[src/rtl/multi_button_debounce_keypad_assert.svh]
// Assertion macros used by the keypad debouncer top level.
`ifndef MULTI_BUTTON_DEBOUNCE_KEYPAD_ASSERT_SVH
`define MULTI_BUTTON_DEBOUNCE_KEYPAD_ASSERT_SVH

// Same-cycle implication, checked outside reset.
`define MBDK_ASSERT_IMPL(label, ante, cons) \
  label: assert property (@(posedge clk) disable iff (!rst_n) (ante) |-> (cons)) \
    else $error("keypad debouncer check failed");

// Next-cycle implication, checked outside reset.
`define MBDK_ASSERT_NEXT(label, ante, cons) \
  label: assert property (@(posedge clk) disable iff (!rst_n) (ante) |=> (cons)) \
    else $error("keypad debouncer check failed");

`endif

[src/rtl/mbdk_pkg.sv]
// Types, constants and a helper function of the keypad debouncer.
package mbdk_pkg;

  localparam int BUTTONS    = 9;
  localparam int TIME_BITS  = 32;
  localparam int IDX_W      = 4;
  localparam int DEBOUNCE_W = 16;
  localparam int DATA_W     = 32;
  localparam int ADDR_W     = 3;

  localparam logic [DEBOUNCE_W-1:0] DEBOUNCE_RESET = 16'd80;
  localparam logic [BUTTONS-1:0]    ENABLE_RESET   = '1;

  localparam logic REG_DEBOUNCE = 1'b0;
  localparam logic REG_ENABLE   = 1'b1;

  typedef struct packed {
    logic [BUTTONS-1:0]   raw_levels;
    logic [TIME_BITS-1:0] now_ms;
  } in_item_t;

  typedef struct packed {
    logic               event_valid;
    logic [IDX_W-1:0]   event_button;
    logic               event_pressed;
    logic               key_active;
    logic [IDX_W-1:0]   key_button;
    logic [BUTTONS-1:0] pressed_mask;
    logic               last;
  } out_item_t;

  typedef struct packed {
    logic [BUTTONS-1:0] changed;
    logic [BUTTONS-1:0] state;
  } q_entry_t;

  typedef struct packed {
    logic full;
    logic empty;
  } q_stat_t;

  typedef enum logic {
    BK_IDLE,
    BK_RUN
  } back_state_t;

  function automatic logic [IDX_W-1:0] lowest_idx(input logic [BUTTONS-1:0] v);
    logic [IDX_W-1:0] idx;
    idx = '0;
    for (int i = BUTTONS - 1; i >= 0; i--) begin
      if (v[i]) begin
        idx = IDX_W'(i);
      end
    end
    return idx;
  endfunction

endpackage

[src/rtl/mbdk_front.sv]
// Front end: accepts polls, applies the lockout test per button and queues the changes.
module mbdk_front (
  input  logic                                 clk,
  input  logic                                 rst_n,
  input  logic                                 in_valid,
  output logic                                 in_ready,
  input  mbdk_pkg::in_item_t                   in_data,
  input  logic [mbdk_pkg::DEBOUNCE_W-1:0]      lockout_ms,
  input  logic [mbdk_pkg::BUTTONS-1:0]         enable_mask,
  input  mbdk_pkg::q_stat_t                    q_stat,
  output logic                                 push,
  output mbdk_pkg::q_entry_t                   push_data
);
  import mbdk_pkg::*;

  logic [BUTTONS-1:0]   state_r;
  logic [BUTTONS-1:0]   state_nxt;
  logic [TIME_BITS-1:0] ctime_r [BUTTONS];
  logic [BUTTONS-1:0]   changed;
  logic [TIME_BITS-1:0] elapsed [BUTTONS];

  assign in_ready = !q_stat.full;
  assign push     = in_valid && in_ready;

  always_comb begin
    for (int i = 0; i < BUTTONS; i++) begin
      elapsed[i] = in_data.now_ms - ctime_r[i];
      changed[i] = enable_mask[i] && (in_data.raw_levels[i] != state_r[i]) &&
                   (elapsed[i] > TIME_BITS'(lockout_ms));
    end
    state_nxt         = state_r ^ changed;
    push_data.changed = changed;
    push_data.state   = state_nxt;
  end

  always_ff @(posedge clk) begin
    if (!rst_n) begin
      state_r <= '0;
      for (int i = 0; i < BUTTONS; i++) begin
        ctime_r[i] <= '0;
      end
    end else if (push) begin
      state_r <= state_nxt;
      for (int i = 0; i < BUTTONS; i++) begin
        if (changed[i]) begin
          ctime_r[i] <= in_data.now_ms;
        end
      end
    end
  end

endmodule

[src/rtl/mbdk_queue.sv]
// Short queue of classified polls between the front end and the back end.
module mbdk_queue #(
  parameter int QDEPTH = 2
) (
  input  logic               clk,
  input  logic               rst_n,
  input  logic               push,
  input  mbdk_pkg::q_entry_t push_data,
  input  logic               pop,
  output mbdk_pkg::q_entry_t pop_data,
  output mbdk_pkg::q_stat_t  q_stat
);
  import mbdk_pkg::*;

  localparam int PW = $clog2(QDEPTH);
  localparam int CW = $clog2(QDEPTH + 1);
  localparam logic [PW-1:0] LAST_PTR = PW'(QDEPTH - 1);
  localparam logic [CW-1:0] FULL_CNT = CW'(QDEPTH);

  q_entry_t        mem_r [QDEPTH];
  logic [PW-1:0]   wr_ptr_r;
  logic [PW-1:0]   rd_ptr_r;
  logic [CW-1:0]   count_r;
  logic [CW-1:0]   count_nxt;

  assign pop_data     = mem_r[rd_ptr_r];
  assign q_stat.full  = (count_r == FULL_CNT);
  assign q_stat.empty = (count_r == '0);

  always_comb begin
    count_nxt = count_r;
    if (push && !pop) begin
      count_nxt = count_r + CW'(1);
    end else if (pop && !push) begin
      count_nxt = count_r - CW'(1);
    end
  end

  always_ff @(posedge clk) begin
    if (push) begin
      mem_r[wr_ptr_r] <= push_data;
    end
  end

  always_ff @(posedge clk) begin
    if (!rst_n) begin
      wr_ptr_r <= '0;
      rd_ptr_r <= '0;
      count_r  <= '0;
    end else begin
      count_r <= count_nxt;
      if (push) begin
        wr_ptr_r <= (wr_ptr_r == LAST_PTR) ? '0 : wr_ptr_r + PW'(1);
      end
      if (pop) begin
        rd_ptr_r <= (rd_ptr_r == LAST_PTR) ? '0 : rd_ptr_r + PW'(1);
      end
    end
  end

endmodule

[src/rtl/mbdk_back.sv]
// Back end: emits one event per changed button, then the status result, through an output register.
module mbdk_back (
  input  logic                clk,
  input  logic                rst_n,
  input  mbdk_pkg::q_entry_t  pop_data,
  input  mbdk_pkg::q_stat_t   q_stat,
  output logic                pop,
  output logic                out_valid,
  input  logic                out_ready,
  output mbdk_pkg::out_item_t out_data
);
  import mbdk_pkg::*;

  back_state_t        state_r;
  back_state_t        state_nxt;
  logic [BUTTONS-1:0] pend_r;
  logic [BUTTONS-1:0] pend_nxt;
  logic [BUTTONS-1:0] mask_r;
  logic [BUTTONS-1:0] mask_nxt;
  logic               out_valid_r;
  logic               out_valid_nxt;
  out_item_t          out_data_r;
  out_item_t          out_data_nxt;
  logic               adv;
  logic [BUTTONS-1:0] low_bit;

  assign out_valid = out_valid_r;
  assign out_data  = out_data_r;
  assign adv       = !out_valid_r || out_ready;
  assign low_bit   = pend_r & (~pend_r + BUTTONS'(1));

  always_comb begin
    state_nxt     = state_r;
    pend_nxt      = pend_r;
    mask_nxt      = mask_r;
    pop           = 1'b0;
    out_valid_nxt = out_valid_r && !out_ready;
    out_data_nxt  = out_data_r;
    case (state_r)
      BK_IDLE: begin
        if (!q_stat.empty) begin
          pop       = 1'b1;
          pend_nxt  = pop_data.changed;
          mask_nxt  = pop_data.state;
          state_nxt = BK_RUN;
        end
      end
      BK_RUN: begin
        if (adv) begin
          out_valid_nxt = 1'b1;
          out_data_nxt  = '0;
          if (pend_r != '0) begin
            out_data_nxt.event_valid   = 1'b1;
            out_data_nxt.event_button  = lowest_idx(pend_r);
            out_data_nxt.event_pressed = |(low_bit & mask_r);
            pend_nxt                   = pend_r & ~low_bit;
          end else begin
            out_data_nxt.key_active   = |mask_r;
            out_data_nxt.key_button   = lowest_idx(mask_r);
            out_data_nxt.pressed_mask = mask_r;
            out_data_nxt.last         = 1'b1;
            state_nxt                 = BK_IDLE;
          end
        end
      end
      default: begin
        state_nxt = BK_IDLE;
      end
    endcase
  end

  always_ff @(posedge clk) begin
    pend_r     <= pend_nxt;
    mask_r     <= mask_nxt;
    out_data_r <= out_data_nxt;
  end

  always_ff @(posedge clk) begin
    if (!rst_n) begin
      state_r     <= BK_IDLE;
      out_valid_r <= 1'b0;
    end else begin
      state_r     <= state_nxt;
      out_valid_r <= out_valid_nxt;
    end
  end

endmodule

[src/rtl/multi_button_debounce_keypad.sv]
// Results pass through the queue, the pend and mask registers and the output register; a poll
// with n accepted changes leaves as n + 1 results, one per cycle while out_ready is high,
// before the back end pops the next poll. The front end takes a poll every cycle while the
// queue of QDEPTH polls has room. Reset clears every button to released, every change time
// to zero, the lockout time to 80 and enable_mask to all ones; no clearing pass is needed.
module multi_button_debounce_keypad #(
  parameter int QDEPTH = 2
) (
  input  logic                            clk,
  input  logic                            rst_n,
  input  logic                            in_valid,
  output logic                            in_ready,
  input  mbdk_pkg::in_item_t              in_data,
  output logic                            out_valid,
  input  logic                            out_ready,
  output mbdk_pkg::out_item_t             out_data,
  input  logic                            psel,
  input  logic                            penable,
  input  logic                            pwrite,
  input  logic [mbdk_pkg::ADDR_W-1:0]     paddr,
  input  logic [mbdk_pkg::DATA_W-1:0]     pwdata,
  output logic [mbdk_pkg::DATA_W-1:0]     prdata,
  output logic                            pready
);
  import mbdk_pkg::*;

  `include "multi_button_debounce_keypad_assert.svh"

  logic [DEBOUNCE_W-1:0] debounce_r;
  logic [BUTTONS-1:0]    enable_r;
  logic                  cfg_wr;
  logic                  push;
  logic                  pop;
  q_entry_t              push_data;
  q_entry_t              pop_data;
  q_stat_t               q_stat;

  assign pready = 1'b1;
  assign cfg_wr = psel && penable && pwrite && pready;

  always_comb begin
    case (paddr[2])
      REG_DEBOUNCE: prdata = DATA_W'(debounce_r);
      REG_ENABLE:   prdata = DATA_W'(enable_r);
      default:      prdata = '0;
    endcase
  end

  always_ff @(posedge clk) begin
    if (!rst_n) begin
      debounce_r <= DEBOUNCE_RESET;
      enable_r   <= ENABLE_RESET;
    end else if (cfg_wr) begin
      case (paddr[2])
        REG_DEBOUNCE: debounce_r <= pwdata[DEBOUNCE_W-1:0];
        REG_ENABLE:   enable_r   <= pwdata[BUTTONS-1:0];
        default:      ;
      endcase
    end
  end

  mbdk_front u_front (
    .clk         (clk),
    .rst_n       (rst_n),
    .in_valid    (in_valid),
    .in_ready    (in_ready),
    .in_data     (in_data),
    .lockout_ms  (debounce_r),
    .enable_mask (enable_r),
    .q_stat      (q_stat),
    .push        (push),
    .push_data   (push_data)
  );

  mbdk_queue #(
    .QDEPTH (QDEPTH)
  ) u_queue (
    .clk       (clk),
    .rst_n     (rst_n),
    .push      (push),
    .push_data (push_data),
    .pop       (pop),
    .pop_data  (pop_data),
    .q_stat    (q_stat)
  );

  mbdk_back u_back (
    .clk       (clk),
    .rst_n     (rst_n),
    .pop_data  (pop_data),
    .q_stat    (q_stat),
    .pop       (pop),
    .out_valid (out_valid),
    .out_ready (out_ready),
    .out_data  (out_data)
  );

  `MBDK_ASSERT_NEXT(a_push_fills_queue, push, !q_stat.empty)
  `MBDK_ASSERT_IMPL(a_key_is_pressed, out_valid && out_data.last && out_data.key_active,
                    (out_data.pressed_mask & ~(out_data.pressed_mask - 9'd1)) ==
                    (9'd1 << out_data.key_button))
  `MBDK_ASSERT_IMPL(a_idle_keypad, out_valid && out_data.last && !out_data.key_active,
                    out_data.pressed_mask == '0 && out_data.key_button == '0)

endmodule

[config.mk]
export PLATFORM = sky130hd
export DESIGN_NAME = multi_button_debounce_keypad
export DESIGN_NICKNAME = d
export VERILOG_FILES = /design/src/rtl/mbdk_pkg.sv /design/src/rtl/mbdk_front.sv /design/src/rtl/mbdk_queue.sv /design/src/rtl/mbdk_back.sv /design/src/rtl/multi_button_debounce_keypad.sv
export VERILOG_INCLUDE_DIRS = /design/src /design/src/rtl
export SDC_FILE = /design/constraint.sdc
export NUM_CORES = 1
export LEC_CHECK = 0
export BUFFER_PORTS_ARGS = -buffer_cell sky130_fd_sc_hd__buf_4
export CELL_PAD_IN_SITES_DETAIL_PLACEMENT = 1
export CELL_PAD_IN_SITES_GLOBAL_PLACEMENT = 1
export CORE_UTILIZATION = 34
export CTS_CLUSTER_SIZE = 14
export DETAILED_ROUTE_END_ITERATION = 10
export PLACE_DENSITY_LB_ADDON = 0.3
export SETUP_SLACK_MARGIN = 0.5
export SKIP_CTS_REPAIR_TIMING = 1
export SYNTH_ARGS = -nofsm -noshare
export SYNTH_HDL_FRONTEND = slang
export SYNTH_HIERARCHICAL = 1
export SYNTH_SLANG_ARGS = --single-unit
[constraint.sdc]
create_clock -name clk -period 9.6 [get_ports clk]
set_input_delay 0.96 -clock clk [delete_from_list [all_inputs] [get_ports clk]]
set_output_delay 0.96 -clock clk [all_outputs]
set_load 0.02 [all_outputs]
==> results.py <==
metrics = {
    "detailed_routing": {
        "drcViolationCount": 0,
        "first_iter_violations": 1374,
        "vias": 30324,
        "post_drt_wl_per_cell_um": 22.10,
        "ant_nets": 0,
        "drt-total-wl_mm": 119.3,
        "pre_antenna_drt_iters": 5,
        "via_to_cell_ratio": 5.617,
    },
    "global_routing": {
        "largest_net_degree_at_the_start_of_global_routing": 57,
        "grt-ovfl-total": 0,
        "number_of_global_route_vias_before_repair": 31334,
        "global_route_wire_length_before_repair_mm": 180.6,
        "antenna_violations_before_repair": 0,
        "gr-usage-all-layers_pct": 22.48,
    },
    "pwr": {
        "worst_ir_drop_vdd_mv": 0.1327,
        "p_clk_share_pct": 22.8,
        "share_comb_of_total_power_pct": 46.7,
        "seq_power_share_pct": 30.4,
        "switching_share_pct": 40.56,
        "cellLeakagePower_nw": 15.74,
        "power.density_cell_area_mw_per_mm2": 214.4,
        "cell_internal_pwr_w": 0.004959,
        "switching_power_w": 0.003385,
    },
    "clock_network": {
        "number_of_levels_in_the_clock_h_tree": 2,
        "tritoncts": "built",
        "cts.root.buffer_cell": "sky130_fd_sc_hd__clkbuf_16",
        "clk_pin_slew_worst_paths_ps": 60,
        "cts.sinks": 404,
        "clock_latency_at_the_later_pin_of_the_worst_skew_pair_ps": 630,
        "cts_inserted_buffers": 50,
        "clock_path_buffers": 3,
    },
    "job": {
        "drv_cap": 0,
    },
    "critical_path": {
        "critPathRequiredTime_ps": 9870,
        "worstSetupPathType": "in -> reg",
        "cp-start-kind": "input port",
        "timing.critical_path.from": "in_data[0]",
        "arrival_ps": 7660,
        "reg2reg_depth": 22,
        "r2r-start": "u_front/ctime_r[0][1]",
        "critPathMaxFanout": 32,
        "setup.worst_path.end_class": "register",
    },
    "timing": {
        "setup_viol": 0,
        "finalSetupTns_ps": 0,
        "finalHoldViolCount": 0,
        "worst_pin_slew_ps": 1155,
        "timing.final.max_slew_violations": 0,
        "timing.final.crit_share_pct": 76.99,
        "worst_clock_skew_ps": 20.84,
        "max_slew_headroom_pct": 22.72,
        "final.hold.worst_slack_ps": 476.0,
        "timing.final.ws_setup_ps": 2209,
        "unrepaired_setup_endpoints_after_global_routing": "false",
        "achievable-frequency_ghz": 0.1353,
        "post-route-min-period_ps": 7391,
    },
    "floorplan": {
        "ios": 139,
        "core_region_area_mm2": 0.1020,
        "fp.dieArea_mm2": 0.1045,
        "rows": 117,
        "die_height_um": 323.2,
        "floorplan.initialDensity_pct": 34.39,
        "die_width_um": 323.2,
    },
    "layout": {
        "nNetsFinal": 4502,
        "finish.instance_area_mm2": 0.03892,
        "layout-drive-gt1-share_pct": 7.299,
        "area_delta_synth_final_pct": 10.92,
        "final_cell_mix": "sky130_fd_sc_hd__ha_1 (424), sky130_fd_sc_hd__inv_1 (367), sky130_fd_sc_hd__edfxtp_1 (363)",
        "finish.cell_count_without_fillers": 5399,
        "mostFrequentLayoutCell": "sky130_fd_sc_hd__ha_1",
    },
    "synth": {
        "synth_largest_area_cell": "sky130_fd_sc_hd__edfxtp_1",
        "share_of_flip_flops_with_an_asynchronous_set_or_reset_after_synthesis_pct": 0,
        "top_area_cell_type_share_of_the_netlist_area_pct": 31.07,
        "synthesis.area_mm2": 0.03509,
        "synthFlopType": "sky130_fd_sc_hd__edfxtp_1",
        "post_synth_inst_count": 3915,
        "yosysSeqAreaShare_pct": 33.41,
        "synth_enable_flop_cells": 363,
        "synth-warning-count": 6,
        "netlist-cell-type-count": 97,
        "synth.avg_cell_area_um2": 8.962,
        "netlist_top_cells_area": "sky130_fd_sc_hd__edfxtp_1 (31%), sky130_fd_sc_hd__ha_1 (15%), sky130_fd_sc_hd__a21oi_1 (4.9%)",
        "postSynthRegisterBits": 404,
    },
    "status": {
        "outcome": "complete, no violations",
    },
    "placed_design": {
        "place_congestion": 0.8990,
        "dp_slack_ps": 1654,
        "count_of_input_and_output_buffers": 103,
        "place_inst": 5302,
        "place_area_mm2": 0.03727,
        "hpwl_mm": 97.58,
    },
    "min_path": {
        "worst_hold_class": "reg -> reg",
        "hold-path-cell-count": 2,
        "min_from": "debounce_r[15]",
    },
}
[sequential cells by signal, summed over array words and instances, names as in the netlist, named ones only]
signal            flops
u_queue/mem_r        36
u_back/mask_r         9
u_back/out_data      21
u_front/state_r       9
u_queue/count_r       2
debounce_r           16
u_queue/rd_ptr_r      1
u_back/out_valid      1
u_back/state_r        1
u_queue/wr_ptr_r      1
u_back/pend_r         9
enable_r              9
u_front/ctime_r     288
[worst paths after layout]
path                            slack (ps)                      to
worst max register to register        2480  u_front/ctime_r[0][64]
worst min register to register         480          debounce_r[15]
worst max-delay path                  2210  u_front/ctime_r[0][64]
worst min-delay path                   480          debounce_r[15]
[metal layers]
layer / track usage, % / wire [um]
met4: 6.603 / 3240
met5: 0 / 0
met1: 29.20 / 54650
met3: 1.935 / 4069
met2: 39.40 / 57380
[critical path, cell delays in order]
cell and delay, ps:
sky130_fd_sc_hd__buf_4 120, sky130_fd_sc_hd__inv_1 220, sky130_fd_sc_hd__buf_4 290, sky130_fd_sc_hd__ha_1 230, sky130_fd_sc_hd__nor2b_1 70, sky130_fd_sc_hd__o31a_1 280
sky130_fd_sc_hd__o211ai_1 480, sky130_fd_sc_hd__nand2_1 170, sky130_fd_sc_hd__a31oi_1 400, sky130_fd_sc_hd__o21bai_1 100, sky130_fd_sc_hd__a21oi_1 190, sky130_fd_sc_hd__xnor2_1 100
sky130_fd_sc_hd__ha_1 310, sky130_fd_sc_hd__nand4_1 120, sky130_fd_sc_hd__or3_1 400, sky130_fd_sc_hd__or2_2 300, sky130_fd_sc_hd__o31ai_1 70, sky130_fd_sc_hd__o21ai_0 190
sky130_fd_sc_hd__a2111o_1 390, sky130_fd_sc_hd__nor4_1 380, sky130_fd_sc_hd__nand4_1 210, sky130_fd_sc_hd__nor4_1 310, sky130_fd_sc_hd__buf_4 240, sky130_fd_sc_hd__nor2_1 120
sky130_fd_sc_hd__nor4_4 280, sky130_fd_sc_hd__buf_4 360, sky130_fd_sc_hd__nor2_1 340
[kinds of logic (layout without fill, tap and decap cells)]
logic type	count (synthesis)	after routing	synth area share, %
AOI/OAI and AO/OA	1152	1152	21.38
and+or+nand+nor	1116	1116	15.71
buffers and inverters	503	601	5.791
adders and majority gates	433	433	15.63
DFF	404	404	33.41
xor gates and xnor gates	216	216	5.392
muxes	89	89	2.667
other	2	20	0.02140
[synth_stat cells (19+ instances only)]
cell / instances
sky130_fd_sc_hd__a211oi_1: 43
sky130_fd_sc_hd__a21boi_0: 21
sky130_fd_sc_hd__a21o_1: 112
sky130_fd_sc_hd__a21oi_1: 347
sky130_fd_sc_hd__a31oi_1: 53
sky130_fd_sc_hd__and2_1: 43
sky130_fd_sc_hd__clkbuf_1: 92
sky130_fd_sc_hd__dfxtp_1: 41
sky130_fd_sc_hd__edfxtp_1: 363
sky130_fd_sc_hd__ha_1: 424
sky130_fd_sc_hd__inv_1: 367
sky130_fd_sc_hd__mux2_2: 36
sky130_fd_sc_hd__mux2i_1: 53
sky130_fd_sc_hd__nand2_1: 310
sky130_fd_sc_hd__nand2b_1: 46
sky130_fd_sc_hd__nand3_1: 106
sky130_fd_sc_hd__nand4_1: 89
sky130_fd_sc_hd__nor2_1: 254
sky130_fd_sc_hd__nor2b_1: 73
sky130_fd_sc_hd__nor3_1: 58
sky130_fd_sc_hd__nor4_1: 26
sky130_fd_sc_hd__o211ai_1: 57
sky130_fd_sc_hd__o21a_1: 90
sky130_fd_sc_hd__o21ai_0: 193
sky130_fd_sc_hd__o21bai_1: 27
sky130_fd_sc_hd__o31a_1: 19
sky130_fd_sc_hd__o31ai_1: 27
sky130_fd_sc_hd__or3_1: 21
sky130_fd_sc_hd__xnor2_1: 124
sky130_fd_sc_hd__xor2_1: 92
[power groups by stage]
stage	Sequential (W)	Combinational (W)	Clock, W
finish	0.00254	0.00390	0.00190
global route	0.00258	0.00431	0.00201
CTS	0.00254	0.00390	0.00196
detailed placement	0.00257	0.00387	0
global placement	0.00256	0.00379	0
floorplan	0.00251	0.00278	0
[through the flow]
stage / utilization, % / power [W]
detailed placement: 36.53 / 0.006445
floorplan: - / 0.005288
global route: 38.13 / 0.008904
global placement: 36.53 / 0.006355
finish: 38.14 / 0.008344
CTS: 38.13 / 0.008398
[layout make-up]
type	count	area [um^2]
timing repair buffer	139	1044
fill	11880	63120
clock inverter	34	329.1
clock buffer	60	1309
antenna	3	7.507
inverter	368	1381
sequential	404	11720
multi-input combinational	3023	21410
tap	1368	1712
No activity file was read; power rests on OpenSTA's default activity.
